File: src/b2da_pkg.sv
// Shared types and constants for the binary to decimal ASCII converter.
package b2da_pkg;

  localparam int unsigned DefValueWidth = 64;
  localparam int unsigned CntW          = 5;
  localparam int unsigned CapW          = 8;
  localparam int unsigned InValW        = 64;
  localparam logic [7:0]  AsciiZero     = 8'h30;
  localparam logic [7:0]  AsciiNine     = 8'h39;

  typedef enum logic [2:0] {
    ST_IDLE,
    ST_CONV,
    ST_STRIP,
    ST_EMIT,
    ST_ERR
  } state_e;

endpackage

File: src/binary_to_decimal_ascii.sv
// Binary to decimal ASCII converter: serial double dabble, digit-serial emit.
// Conversion: the BCD register shifts in one bit per cycle with add-3 correction, then leading
// zero digits are stripped one at a time, then each digit is registered as the sink frees it.
// A new value is accepted only in idle, once the last digit or the error item of the previous
// value has been registered for output.
// Reset: rst_ni asynchronous active low; returns to idle with no output pending.
module binary_to_decimal_ascii #(
  parameter int unsigned VALUE_WIDTH = b2da_pkg::DefValueWidth
) (
  input  logic        clk_i,
  input  logic        rst_ni,
  input  logic        s_axis_tvalid_i,
  output logic        s_axis_tready_o,
  input  logic [71:0] s_axis_tdata_i,  // [63:0] binary_value, [71:64] capacity
  output logic        m_axis_tvalid_o,
  input  logic        m_axis_tready_i,
  output logic [15:0] m_axis_tdata_o,  // [7:0] digit_char, [12:8] num_digits, [15:13] zero
  output logic        m_axis_tlast_o,  // is_last
  output logic        m_axis_tuser_o   // overflow_error
);
  import b2da_pkg::*;

  localparam int unsigned NDig  = (VALUE_WIDTH * 30103) / 100000 + 1;
  localparam int unsigned BcdW  = 4 * NDig;
  localparam int unsigned BitW  = $clog2(VALUE_WIDTH);

  state_e               state_q, state_d;
  logic [VALUE_WIDTH-1:0] val_q, val_d;
  logic [BcdW-1:0]      bcd_q, bcd_d, adj;
  logic [BitW-1:0]      bit_q, bit_d;
  logic [CapW-1:0]      cap_q, cap_d;
  logic [CntW-1:0]      rem_q, rem_d, num_q, num_d;
  logic                 mvalid_q, mvalid_d;
  logic [7:0]           char_q, char_d;
  logic [CntW-1:0]      cnt_q, cnt_d;
  logic                 last_q, last_d, err_q, err_d;
  logic                 s_fire, out_free, too_small;
  logic [3:0]           top;

  assign s_axis_tready_o = (state_q == ST_IDLE);
  assign s_fire          = s_axis_tvalid_i && s_axis_tready_o;
  assign out_free        = !mvalid_q || m_axis_tready_i;
  assign top             = bcd_q[BcdW-1 -: 4];
  assign too_small       = (cap_q == '0) || (cap_q <= {{(CapW-CntW){1'b0}}, rem_q});

  always_comb begin
    for (int i = 0; i < NDig; i++) begin
      adj[4*i +: 4] = (bcd_q[4*i +: 4] >= 4'd5) ? bcd_q[4*i +: 4] + 4'd3 : bcd_q[4*i +: 4];
    end
  end

  always_comb begin
    state_d  = state_q;
    val_d    = val_q;
    bcd_d    = bcd_q;
    bit_d    = bit_q;
    cap_d    = cap_q;
    rem_d    = rem_q;
    num_d    = num_q;
    mvalid_d = mvalid_q && !m_axis_tready_i;
    char_d   = char_q;
    cnt_d    = cnt_q;
    last_d   = last_q;
    err_d    = err_q;
    case (state_q)
      ST_IDLE: begin
        if (s_fire) begin
          val_d   = s_axis_tdata_i[VALUE_WIDTH-1:0];
          cap_d   = s_axis_tdata_i[InValW +: CapW];
          bcd_d   = '0;
          bit_d   = BitW'(VALUE_WIDTH - 1);
          state_d = ST_CONV;
        end
      end
      ST_CONV: begin
        bcd_d = {adj[BcdW-2:0], val_q[VALUE_WIDTH-1]};
        val_d = val_q << 1;
        bit_d = bit_q - 1'b1;
        rem_d = CntW'(NDig);
        if (bit_q == '0) begin
          state_d = ST_STRIP;
        end
      end
      ST_STRIP: begin
        if (rem_q > CntW'(1) && top == 4'd0) begin
          bcd_d = bcd_q << 4;
          rem_d = rem_q - 1'b1;
        end else begin
          num_d   = rem_q;
          state_d = too_small ? ST_ERR : ST_EMIT;
        end
      end
      ST_EMIT: begin
        if (out_free) begin
          mvalid_d = 1'b1;
          char_d   = AsciiZero + {4'd0, top};
          last_d   = (rem_q == CntW'(1));
          cnt_d    = (rem_q == CntW'(1)) ? num_q : '0;
          err_d    = 1'b0;
          bcd_d    = bcd_q << 4;
          rem_d    = rem_q - 1'b1;
          if (rem_q == CntW'(1)) begin
            state_d = ST_IDLE;
          end
        end
      end
      ST_ERR: begin
        if (out_free) begin
          mvalid_d = 1'b1;
          char_d   = '0;
          last_d   = 1'b1;
          cnt_d    = '0;
          err_d    = 1'b1;
          state_d  = ST_IDLE;
        end
      end
      default: begin
        state_d = ST_IDLE;
      end
    endcase
  end

  always_ff @(posedge clk_i or negedge rst_ni) begin
    if (!rst_ni) begin
      state_q  <= ST_IDLE;
      mvalid_q <= 1'b0;
    end else begin
      state_q  <= state_d;
      mvalid_q <= mvalid_d;
    end
  end

  always_ff @(posedge clk_i) begin
    val_q  <= val_d;
    bcd_q  <= bcd_d;
    bit_q  <= bit_d;
    cap_q  <= cap_d;
    rem_q  <= rem_d;
    num_q  <= num_d;
    char_q <= char_d;
    cnt_q  <= cnt_d;
    last_q <= last_d;
    err_q  <= err_d;
  end

  assign m_axis_tvalid_o = mvalid_q;
  assign m_axis_tdata_o  = {3'd0, cnt_q, char_q};
  assign m_axis_tlast_o  = last_q;
  assign m_axis_tuser_o  = err_q;

`ifndef SYNTHESIS
  a_err_is_last: assert property (@(posedge clk_i) disable iff (!rst_ni)
    m_axis_tvalid_o && m_axis_tuser_o |-> m_axis_tlast_o && char_q == '0 && cnt_q == '0)
    else $error("error item not marked last or not cleared");
  a_count_on_last: assert property (@(posedge clk_i) disable iff (!rst_ni)
    m_axis_tvalid_o && !m_axis_tlast_o |-> cnt_q == '0)
    else $error("digit count on non-final digit");
  a_digit_range: assert property (@(posedge clk_i) disable iff (!rst_ni)
    m_axis_tvalid_o && !m_axis_tuser_o |-> char_q >= AsciiZero && char_q <= AsciiNine)
    else $error("digit out of range");
  a_emit_rem: assert property (@(posedge clk_i) disable iff (!rst_ni)
    state_q == ST_EMIT |-> rem_q != '0 && rem_q <= num_q)
    else $error("digit counter out of range while emitting");
  a_final_nonzero: assert property (@(posedge clk_i) disable iff (!rst_ni)
    m_axis_tvalid_o && m_axis_tlast_o && !m_axis_tuser_o |-> cnt_q != '0)
    else $error("final digit without count");
`endif

endmodule

File: config.mk
export PLATFORM = sky130hd
export DESIGN_NAME = binary_to_decimal_ascii
export DESIGN_NICKNAME = d
export VERILOG_FILES = /design/src/b2da_pkg.sv /design/src/binary_to_decimal_ascii.sv
export SDC_FILE = /design/constraint.sdc
export NUM_CORES = 1
export LEC_CHECK = 0
export BUFFER_PORTS_ARGS = -buffer_cell sky130_fd_sc_hd__buf_2
export CAP_MARGIN = 20
export CORE_ASPECT_RATIO = 1.2
export CORE_MARGIN = 4
export CORE_UTILIZATION = 56
export CTS_BUF_LIST = sky130_fd_sc_hd__clkbuf_8
export CTS_CLUSTER_DIAMETER = 200
export CTS_CLUSTER_SIZE = 12
export DETAILED_ROUTE_END_ITERATION = 10
export PLACE_DENSITY = 0.79
export SLEW_MARGIN = 15
export SYNTH_ARGS = -nofsm -noshare
export SYNTH_HDL_FRONTEND = slang
export SYNTH_SLANG_ARGS = --single-unit
File: constraint.sdc
create_clock -name clk_i -period 7.1 [get_ports clk_i]
set_input_delay 1.065 -clock clk_i [delete_from_list [all_inputs] [get_ports clk_i]]
set_output_delay 1.065 -clock clk_i [all_outputs]
set_load 0.02 [all_outputs]
==> metrics, run 1 <==
vias in the first global route=6587; Num CTS Buffers=17; total global routing overflow=0; Seq/Total Area, Yosys=57.1%; Clock Tree Root=clkbuf_8; CTS tree=yes; Area Overhead vs Synth=10.4%; total power=5270 uW; Hold WS=0.397 ns; Worst-path clk slew=0.10 ns; row count=52; largest net degree at the start of global routing=105; clk sinks=184; pwr/cell area=495 mW/mm^2; final setup fails=0; global placer's final weighted congestion=0.809; Worst setup SP type=flip-flop; FFs w/ async S/R, synth=2.17%; Post-Layout Cell Count=1227; Peak Freq=325 MHz; Ant. Diodes=0; initial antenna violation count=0; outcome=finished, final reports clean; HPWL Detailed=11300 um; CP endpoint kind=flip-flop; Post-CTS Hold Fix Bufs=0; die area=0.0194 mm^2; first-pass GRT wire length=29700 um; core box area=0.0169 mm^2; Die Y=152 um; wire per inst=14.2 um; Worst-Skew Late Latency=0.47 ns; final net count=1124; post-synth top area share=56.0%; crit path max-delay cell type=buf_4; Area after DPL=0.0102 mm^2; GRT Total Usage=18.7%; dpl cells=1193; min-delay worst type=input port to asynchronous set/reset pin; initial DRC count=576; Top Ports=96; Post CTS Setup Buffer Count=0; Yosys top cell by area=edfxtp_1; r2r startpoint=state_q[0]; r2r setup slk=4.03 ns; measured slew at the worst slew-check pin=1.02 ns; number of enable flip-flop cells after synthesis=180; Syn Area/Cell=10.5 um^2; Mapped Cells=922; Vias=6734; period utilization=43.3%; max-slew violations=0; worst ir drop on vdd=0.267 mV; die span in x=128 um; Synth Flop Type=edfxtp_1; total number of yosys warnings=0; Initial Util=57.0%; Yosys reg bits=184; reg2reg end=val_q[16]; Critical Path Fanout Max=93; Final TNS setup=0 ns; Max transition margin=32.1%; CTS max path bufs=2; IO buf count=90; htree depth=4; RSZ-0062 raised after global routing=no; drc violations=0; Detail Route Antenna Nets=0; worst path cell trace=nor2b_1, and2b_2, buf_4, or2_2, buf_4; WP data required=7.19 ns; final hold violation count=0; crit path time final=3.07 ns; share of layout cells above drive strength 1=13.5%; vias per inst=5.49; CP arrival=3.17 ns; reg2reg path depth=5; top cells by area, synth=edfxtp_1, nand2_1, ha_1, a21oi_1, xnor2_1; slowest stage delay, CP=0.68 ns; TritonRoute pass-1 iters=5; Design Area, Final=0.0107 mm^2; library cells used by synthesis=48; Max-Cap Viols=0; WL final=17500 um; mapped cell area=0.00965 mm^2; Crit Path Class=flip-flop to flip-flop; Clock Skews=0.00909 ns; Leakage Power=0.00432 uW; CP most frequent cell=buf_4; post-CTS sizing=0
-- how the worst max path moves through the flow --
| stage | slack [ns] | endpoint | depth (start not counted) | start |
|---|---|---|---|---|
| floorplan | 2.23 | bcd_q[0] | 3 | m_axis_tready_i |
| global placement | 3.70 | bcd_q[16] | 5 | m_axis_tready_i |
| detailed placement | 3.59 | bcd_q[17] | 5 | m_axis_tready_i |
| CTS | 3.57 | bcd_q[22] | 6 | rem_q[0] |
| global route | 3.86 | val_q[14] | 5 | state_q[0] |
| finish | 4.03 | val_q[16] | 5 | state_q[0] |
-- final cells by class --
cell class	instances	area, um^2
clock inverter	15	138
multi-input combinational	644	3780
sequential	184	5510
tap	216	270
timing repair buffer	97	523
fill	1394	6260
clock buffer	17	234
inverter	54	203
-- state kept, by name, summed over array words and instances, names as in the netlist --
name,flops
rem_q,5
m_axis_tuser_o,1
state_q,3
val_q,64
bcd_q,80
cap_q,8
num_q,5
m_axis_tlast_o,1
bit_q,6
cnt_q,5
char_q,5
m_axis_tvalid_o,1
-- logic make-up after synthesis --
family,after synthesis,share of synthesized area (%)
flip-flops,184,57.1
other,1,0.0389
XOR/XNOR,30,2.72
adder cells (fa/ha/maj),50,6.48
buffers and inverters,98,4.15
multiplexers,2,0.220
AO/OA/AOI/OAI,197,12.5
AND/OR/NAND/NOR,360,16.8
-- critical path: cells and delay by family (launching register included) --
kind / cells / cell delay, ns
DFF: 1 / 0.58
and+or+nand+nor: 3 / 0.68
buffers and inverters: 2 / 1.33
-- where the power goes --
group,switching (uW),total (uW),internal (uW)
registers,334,2360,2030
logic,1400,2230,827
clock network,396,680,284
total,2140,5270,3140
-- cells in the mapped netlist, types with 4 or more instances --
cell type	instances
buf_4	7
dfrtp_1	4
a41oi_1	4
buf_1	11
clkbuf_1	21
nand2_1	238
and3_1	7
nor3_1	10
a22o_1	16
and2_1	9
o22ai_1	28
o21ai_1	20
nand2b_1	22
a22oi_1	6
buf_2	5
nor3b_1	21
inv_1	53
o32ai_1	14
o21ai_0	38
ha_1	50
xor2_1	5
a21oi_1	62
nor2b_1	12
xnor2_1	25
edfxtp_1	180
nor2_1	29
-- metal layers --
| metal | up-vias | wire [um] | share of wire [%] | global-route usage [%] |
|---|---|---|---|---|
| met2 | 147 | 8440 | 48 | 31.2 |
| met5 | - | 0 | 0 | 0 |
| li1 | 3396 | - | - | - |
| met4 | 0 | 254 | 1.5 | 6.48 |
| met3 | 19 | 754 | 4.3 | 4.00 |
| met1 | 3172 | 8030 | 46 | 24.3 |
-- cell usage in the layout, fill, tap and decap left out, types with 20 or more instances in the layout --
master	synthesis	routed
xnor2_1	25	25
nor3b_1	21	21
a21oi_1	62	62
nand2_1	238	238
o21ai_1	20	20
o21ai_0	38	38
edfxtp_1	180	180
ha_1	50	50
inv_1	53	53
buf_2	5	90
nor2_1	29	29
nand2b_1	22	22
o22ai_1	28	28
-- through the flow --
stage | util, % | setup slack [ns]
finish | 63.0 | 4.03
global route | 63.0 | 3.86
CTS | 62.8 | 3.57
detailed placement | 60.6 | 3.59
global placement | 60.6 | 3.70
floorplan | - | 2.23
No activity file was read; power rests on OpenSTA's default activity.
==> run 2: changes to the inputs <==
--- a/config.mk
+++ b/config.mk
@@ -5,16 +5,17 @@
 export SDC_FILE = /design/constraint.sdc
 export NUM_CORES = 1
 export LEC_CHECK = 0
+export ABC_AREA = 1
 export BUFFER_PORTS_ARGS = -buffer_cell sky130_fd_sc_hd__buf_2
 export CAP_MARGIN = 20
 export CORE_ASPECT_RATIO = 1.2
 export CORE_MARGIN = 4
-export CORE_UTILIZATION = 56
+export CORE_UTILIZATION = 62
 export CTS_BUF_LIST = sky130_fd_sc_hd__clkbuf_8
 export CTS_CLUSTER_DIAMETER = 200
 export CTS_CLUSTER_SIZE = 12
 export DETAILED_ROUTE_END_ITERATION = 10
-export PLACE_DENSITY = 0.79
+export PLACE_DENSITY = 0.83
 export SLEW_MARGIN = 15
 export SYNTH_ARGS = -nofsm -noshare
 export SYNTH_HDL_FRONTEND = slang
==> constraint.sdc (replaced) <==
create_clock -name clk_i -period 3 [get_ports clk_i]
set_input_delay 0.45 -clock clk_i [delete_from_list [all_inputs] [get_ports clk_i]]
set_output_delay 0.45 -clock clk_i [all_outputs]
set_load 0.02 [all_outputs]
==> metrics, run 2 <==
outcome=finished, final reports clean; initial DRC count=563 (-2.3%); Initial Util=63.6% (+6.6 points); total number of yosys warnings=0 (unchanged); CTS max path bufs=2 (unchanged); Vias=7087 (+5.2%); Fillers=1152 (-17%); largest family of logic cells by synthesized area=simple AND/OR/NAND/NOR gates; measured slew at the worst slew-check pin=0.619 ns (-0.400 ns); pwr/cell area=1110 mW/mm^2 (+120%); Design Area, Final=0.0107 mm^2 (+0.39%); Num CTS Buffers=17 (unchanged); global route hottest layer=met2; total global routing overflow=0 (unchanged); HPWL Detailed=11800 um (+3.8%); Leakage Power=0.00463 uW (+7.1%); crit path time final=2.10 ns (-0.971 ns); Top Ports=96 (unchanged); r2r startpoint=bcd_q[76]; multiplexer area fraction after synthesis=0% (-0.22 points); post-synth top area share=56.1% (+0.058 points); sequential share of power=45.5% (+0.7 points); Switching Fraction=41.2% (+0.73 points); Crit Path Class=flip-flop to flip-flop; switching pwr=4900 uW (+130%); internal power=7000 uW (+120%); Final TNS setup=0 ns (unchanged); RSZ-0062 raised after global routing=no; final net count=1225 (+9.0%); vias per inst=5.39 (-1.8%); Die Y=145 um (-4.7%); Synth Flop Type=edfxtp_1; share of layout cells above drive strength 1=13.0% (-0.49 points); met3 track demand over resource=4.15% (+0.15 points); TritonRoute pass-1 iters=5 (unchanged); Clock Skews=0.00926 ns (+0.000171 ns); post-CTS sizing=0 (unchanged); Area Overhead vs Synth=11.0%; Clock Tree Root=clkbuf_8; Critical Path Fanout Max=80 (-14%); CP endpoint kind=flip-flop; final setup fails=0 (unchanged); IO buf count=90 (unchanged); die span in x=122 um (-4.7%); CTS tree=yes; Comb power frac=40.7% (-1.6 points); Area after DPL=0.0103 mm^2 (+0.53%); Clk pwr share=13.9% (+1.0 points); max-slew violations=0 (unchanged); Yosys reg bits=184 (unchanged); M1 GR Usage=26.9% (+2.6 points); Syn Area/Cell=9.50 um^2 (-9.3%); CP arrival=2.21 ns (-0.96 ns); core box area=0.0151 mm^2 (-10%); commonest non-fill, non-tap cells in the layout=nand2_1, edfxtp_1, o21ai_0; htree depth=4 (unchanged); mapped cell area=0.00964 mm^2 (-0.10%); Synth Area in Adders=6.49% (+0.0067 points); top cells by area, synth=edfxtp_1, nand2_1, o21ai_0, ha_1, inv_1; hold_sp=s_axis_tdata_i[71]; Synth Area in XOR/XNOR=1.54% (-1.2 points); row count=49 (-5.8%); die area=0.0176 mm^2 (-9.2%); Compound-Gate Fraction of Synth Area=12.8% (+0.30 points); period utilization=70.1% (+27 points); Yosys top cell by area=edfxtp_1; Worst setup SP type=flip-flop; global placer's final weighted congestion=0.855 (+5.7%); Detail Route Antenna Nets=0 (unchanged); drc violations=0 (unchanged); Worst-Skew Late Latency=0.46 ns (about the same); vias in the first global route=6788 (+3.1%); largest net degree at the start of global routing=97 (-7.6%); final hold violation count=0 (unchanged); Ant. Diodes=0 (unchanged); Largest regs=bcd_q: 80 flops, val_q: 64 flops, cap_q: 8 flops; Seq/Total Area, Yosys=57.1% (+0.059 points); wire per inst=13.6 um (-4.7%); Worst-path clk slew=0.09 ns (about the same); simple-gate portion of the synthesized area=14.6% (-2.2 points); WP data required=3.11 ns (-4.08 ns); Max transition margin=58.7% (+27 points); FFs w/ async S/R, synth=2.17% (unchanged); Max-Cap Viols=0 (unchanged); count leader, synth=nand2_1; grt met2 use=35.9% (+4.7 points); Post-synth top cells=nand2_1, edfxtp_1, o21ai_0; Mapped Cells=1015 (+10%); max reg flops=80 (unchanged); leading cell type in the layout, fill and taps excluded=nand2_1; worst ir drop on vdd=0.832 mV (+210%); Critical Path Source=bcd_q[76]; number of enable flip-flop cells after synthesis=180 (unchanged); first-pass GRT wire length=30100 um (+1.3%); Post CTS Setup Buffer Count=0 (unchanged); Top reg by flops=bcd_q; initial antenna violation count=0 (unchanged); library cells used by synthesis=29 (-40%); min-delay worst type=input port to flip-flop; GRT Total Usage=21.1% (+2.4 points); WL final=17900 um (+2.2%); Peak Freq=476 MHz (+46%); clk sinks=184 (unchanged)
## run 2: cell types whose count changed in the layout (fill, tap and decap cells not counted), sizes merged, moves of 12 or more
cell	previous run	this run
nand2	238	262
inv	62	137
nand3	2	27
o32ai	14	0
nand2b	22	0
nor2	29	57
xnor2	25	1
o21ai	58	146
nor3b	21	1
a22o	16	0
nor2b	12	0
## run 2: routing by layer
layer | part of all wire, % | wire length (um)
met1 | 44 | 7830
met2 | 49 | 8700
met3 | 5.3 | 947
met4 | 2.1 | 384
met5 | 0 | 0
## run 2: worst paths after layout
path | to | slack, ns | depth (start not counted)
min | cap_q[7] | 0.16 | 1
min in group asynchronous | m_axis_tvalid_o | 0.32 | 2
max reg2reg | bcd_q[60] | 0.90 | 7
min reg2reg | num_q[1] | 0.50 | 0
max in group asynchronous | state_q[1] | 2.56 | 2
max | bcd_q[60] | 0.90 | 7
## run 2: cells by family (layout without fill, tap and decap cells)
| kind of cell | after synthesis | count (layout) |
|---|---|---|
| and+or+nand+nor | 355 | 355 |
| adders and majority gates | 50 | 50 |
| AOI/OAI and AO/OA | 237 | 237 |
| other | 1 | 5 |
| buffers and inverters | 171 | 263 |
| xor gates and xnor gates | 17 | 17 |
| DFF | 184 | 184 |
## run 2: stage by stage
| step | setup slack, ns | hold slack [ns] | util, % | cells | total power (uW) |
|---|---|---|---|---|---|
| 6_report | 0.897 | 0.159 | 70.6 | 1315 | 11900 |
| 5_1_grt | 0.781 | 0.125 | 70.6 | 1315 | 12900 |
| 4_1_cts | 0.897 | 0.132 | 70.6 | 1315 | 11900 |
| 3_5_place_dp | 0.920 | 0.264 | 68.0 | 1283 | 10200 |
| 3_3_place_gp | 0.984 | 0.266 | 68.0 | 1283 | 10000 |
| 2_1_floorplan | -0.364 | 0.154 | - | 1019 | 9010 |
## run 2: power by group through the flow
stage               sequential, uW  clock (uW)  combinational [uW]
floorplan                     5350           0                3660
global placement              5400           0                4610
detailed placement            5440           0                4810
CTS                           5400        1670                4850
global route                  5540        1790                5560
finish                        5410        1650                4840
## run 2: final cells by class
class	instances	area, um^2	share of cell area [%]
clock buffer	17	234	2.19
clock inverter	14	150	1.40
inverter	134	504	4.72
multi-input combinational	664	3480	32.6
sequential	184	5510	51.5
tap	204	255	2.39
timing repair buffer	98	563	5.27
## run 2: worst max-delay path, stage by stage (launching register included)
cell and delay [ns]:
edfxtp_1 0.45, inv_2 0.13, ha_4 0.13, nand2_2 0.06, nor2_4 0.14, a31oi_4 0.17
nor3_4 0.23, buf_12 0.39
## run 2: repair_timing
item,CTS,global route
setup endpoints to repair,0,0
endpoints found under the hold margin,4,0
hold buffers,1,0
==> run 3: changes to the inputs <==
==> constraint.sdc (replaced) <==
create_clock -name clk_i -period 2 [get_ports clk_i]
set_input_delay 0.3 -clock clk_i [delete_from_list [all_inputs] [get_ports clk_i]]
set_output_delay 0.3 -clock clk_i [all_outputs]
set_load 0.02 [all_outputs]
==> metrics, run 3 (synthesis gave the netlist of run 2 again) <==
outcome=finished, final reports clean; final hold violation count=0 (unchanged); Post-Layout Cell Count=1338 (+1.7%); Top reg by flops=bcd_q; Worst-Skew Late Latency=0.47 ns (about the same); vias per inst=5.38 (-0.25%); final net count=1247 (+1.8%); Area Overhead vs Synth=14.1%; CTS max path bufs=2 (unchanged); Detail Route Antenna Nets=0 (unchanged); Design Area, Final=0.0110 mm^2 (+2.8%); clk sinks=184 (unchanged); die span in x=122 um (unchanged); IO buf count=90 (unchanged); final setup fails=0 (unchanged); Place WS=0.0935 ns (-0.826 ns); Worst setup SP type=flip-flop; dpl cells=1294 (+0.86%); CTS tree=yes; Largest regs=bcd_q: 80 flops, val_q: 64 flops, cap_q: 8 flops; Comb power frac=42.3% (+1.6 points); Leakage Power=0.00478 uW (+3.3%); min-delay worst type=input port to flip-flop; share of layout cells above drive strength 1=14.4% (+1.4 points); Clk pwr share=13.9% (about the same); global placer's final weighted congestion=0.858 (+0.41%); switching pwr=7520 uW (+53%); Switching Fraction=40.5% (-0.68 points); WP data required=2.17 ns (-0.94 ns); TritonRoute pass-1 iters=5 (unchanged); Vias=7193 (+1.5%); vias in the first global route=6850 (+0.91%); wire per inst=13.9 um (+2.4%); drc violations=0 (unchanged); WL final=18600 um (+4.2%); worst ir drop on vdd=0.940 mV (+13%); htree depth=4 (unchanged); crit path time final=1.92 ns (-0.187 ns); leading cell type in the layout, fill and taps excluded=nand2_1; Initial Util=63.6% (unchanged); initial DRC count=536 (-4.8%); Clock Skews=0.0116 ns (+0.00232 ns); post-CTS sizing=0 (unchanged); Setup WS post-layout=0.0841 ns (-0.813 ns); sequential share of power=43.8% (-1.7 points); Peak Freq=522 MHz (+9.7%); Area after DPL=0.0105 mm^2 (+1.5%); Critical Path Fanout Max=38 (-53%); first-pass GRT wire length=30000 um (-0.64%); commonest non-fill, non-tap cells in the layout=nand2_1, edfxtp_1, o21ai_0; Ant. Diodes=0 (unchanged); internal power=11000 uW (+58%); GRT Total Usage=21.2% (+0.12 points); max-slew violations=0 (unchanged); core box area=0.0151 mm^2 (unchanged); CP arrival=2.08 ns (-0.13 ns); die area=0.0176 mm^2 (unchanged); Crit Path Class=flip-flop to flip-flop; total global routing overflow=0 (unchanged); max reg flops=80 (unchanged); r2r setup slk=0.08 ns (-0.81 ns); Max-Cap Viols=0 (unchanged); Worst-path clk slew=0.09 ns (about the same); largest net degree at the start of global routing=77 (-21%); Clock Tree Root=clkbuf_8; HPWL Detailed=12400 um (+5.5%); initial antenna violation count=0 (unchanged); Fillers=1080 (-6.3%); CP endpoint kind=flip-flop; Num CTS Buffers=17 (unchanged); row count=49 (unchanged); Top Ports=96 (unchanged); period utilization=95.8% (+26 points); Die Y=145 um (unchanged); pwr/cell area=1690 mW/mm^2 (+52%)
run 3: changes by cell type in the layout (fill, tap and decap cells not counted):
cell,delta
buf_4,+8
clkinv_2,+2
dlygate4sd3_1,+8
nor2_1,-1
clkinv_1,-2
clkbuf_16,+1
inv_8,-1
nor2_4,+1
nand2_1,-1
nand2_2,+1
buf_12,+5
bufinv_16,+1
inv_2,+1
run 3: path summary, 6_finish.rpt:
path | cells after the start | start | end
worst max-delay path | 8 | bcd_q[76] | bcd_q[11]
worst min-delay path | 3 | s_axis_tdata_i[0] | val_q[0]
worst max register to register | 8 | bcd_q[76] | bcd_q[11]
worst min register to register | 0 | rem_q[1] | num_q[1]
max in group asynchronous | 2 | rst_ni | m_axis_tvalid_o
min in group asynchronous | 2 | rst_ni | state_q[0]
run 3: repair_timing:
item,CTS,global route
hold buffers,9,0
endpoints found under the setup margin,0,54
endpoints found under the hold margin,12,0
buffers inserted,0,2
run 3: power groups by stage:
stage	logic (uW)	registers, uW	clock network, uW
5_1_grt	8910	8300	2770
3_3_place_gp	7310	8080	0
4_1_cts	7720	8110	2620
6_report	7850	8120	2580
3_5_place_dp	7640	8170	0
2_1_floorplan	5520	8030	0
run 3: cell type report:
| type | instances | area, um^2 | share of cell area [%] |
|---|---|---|---|
| tap | 204 | 255 | 2.32 |
| multi-input combinational | 664 | 3490 | 31.8 |
| clock buffer | 17 | 234 | 2.13 |
| timing repair buffer | 120 | 828 | 7.53 |
| sequential | 184 | 5510 | 50.1 |
| inverter | 134 | 504 | 4.59 |
| clock inverter | 15 | 175 | 1.59 |
run 3: through the flow:
step / util [%] / hold WS [ns] / setup TNS [ns] / power (uW)
after global routing: 72.6 / 0.0669 / -0.0213 / 20000
final: 72.6 / 0.0776 / 0 / 18600
after CTS: 72.3 / 0.0513 / 0 / 18400
after global placement: 69.0 / 0.118 / 0 / 15400
after detailed placement: 69.0 / 0.121 / 0 / 15800
after floorplan: - / 0.00441 / -141.39 / 13500
run 3: per-layer routing:
| layer | vias to the layer above | GRT usage (%) | share of wire (%) |
|---|---|---|---|
| met5 | - | 0 | 0 |
| met4 | 0 | 8.50 | 1.9 |
| met3 | 31 | 3.64 | 4.3 |
| met2 | 199 | 37.2 | 51 |
| met1 | 3352 | 26.3 | 43 |
| li1 | 3611 | - | - |
run 3: critical path: stages, from the launching register on:
cell      delay (ns)
edfxtp_1        0.46
inv_2           0.12
ha_4            0.13
nand2_2         0.06
nor2_4          0.15
a31oi_4         0.11
nor3_4          0.20
buf_4           0.14
buf_12          0.21
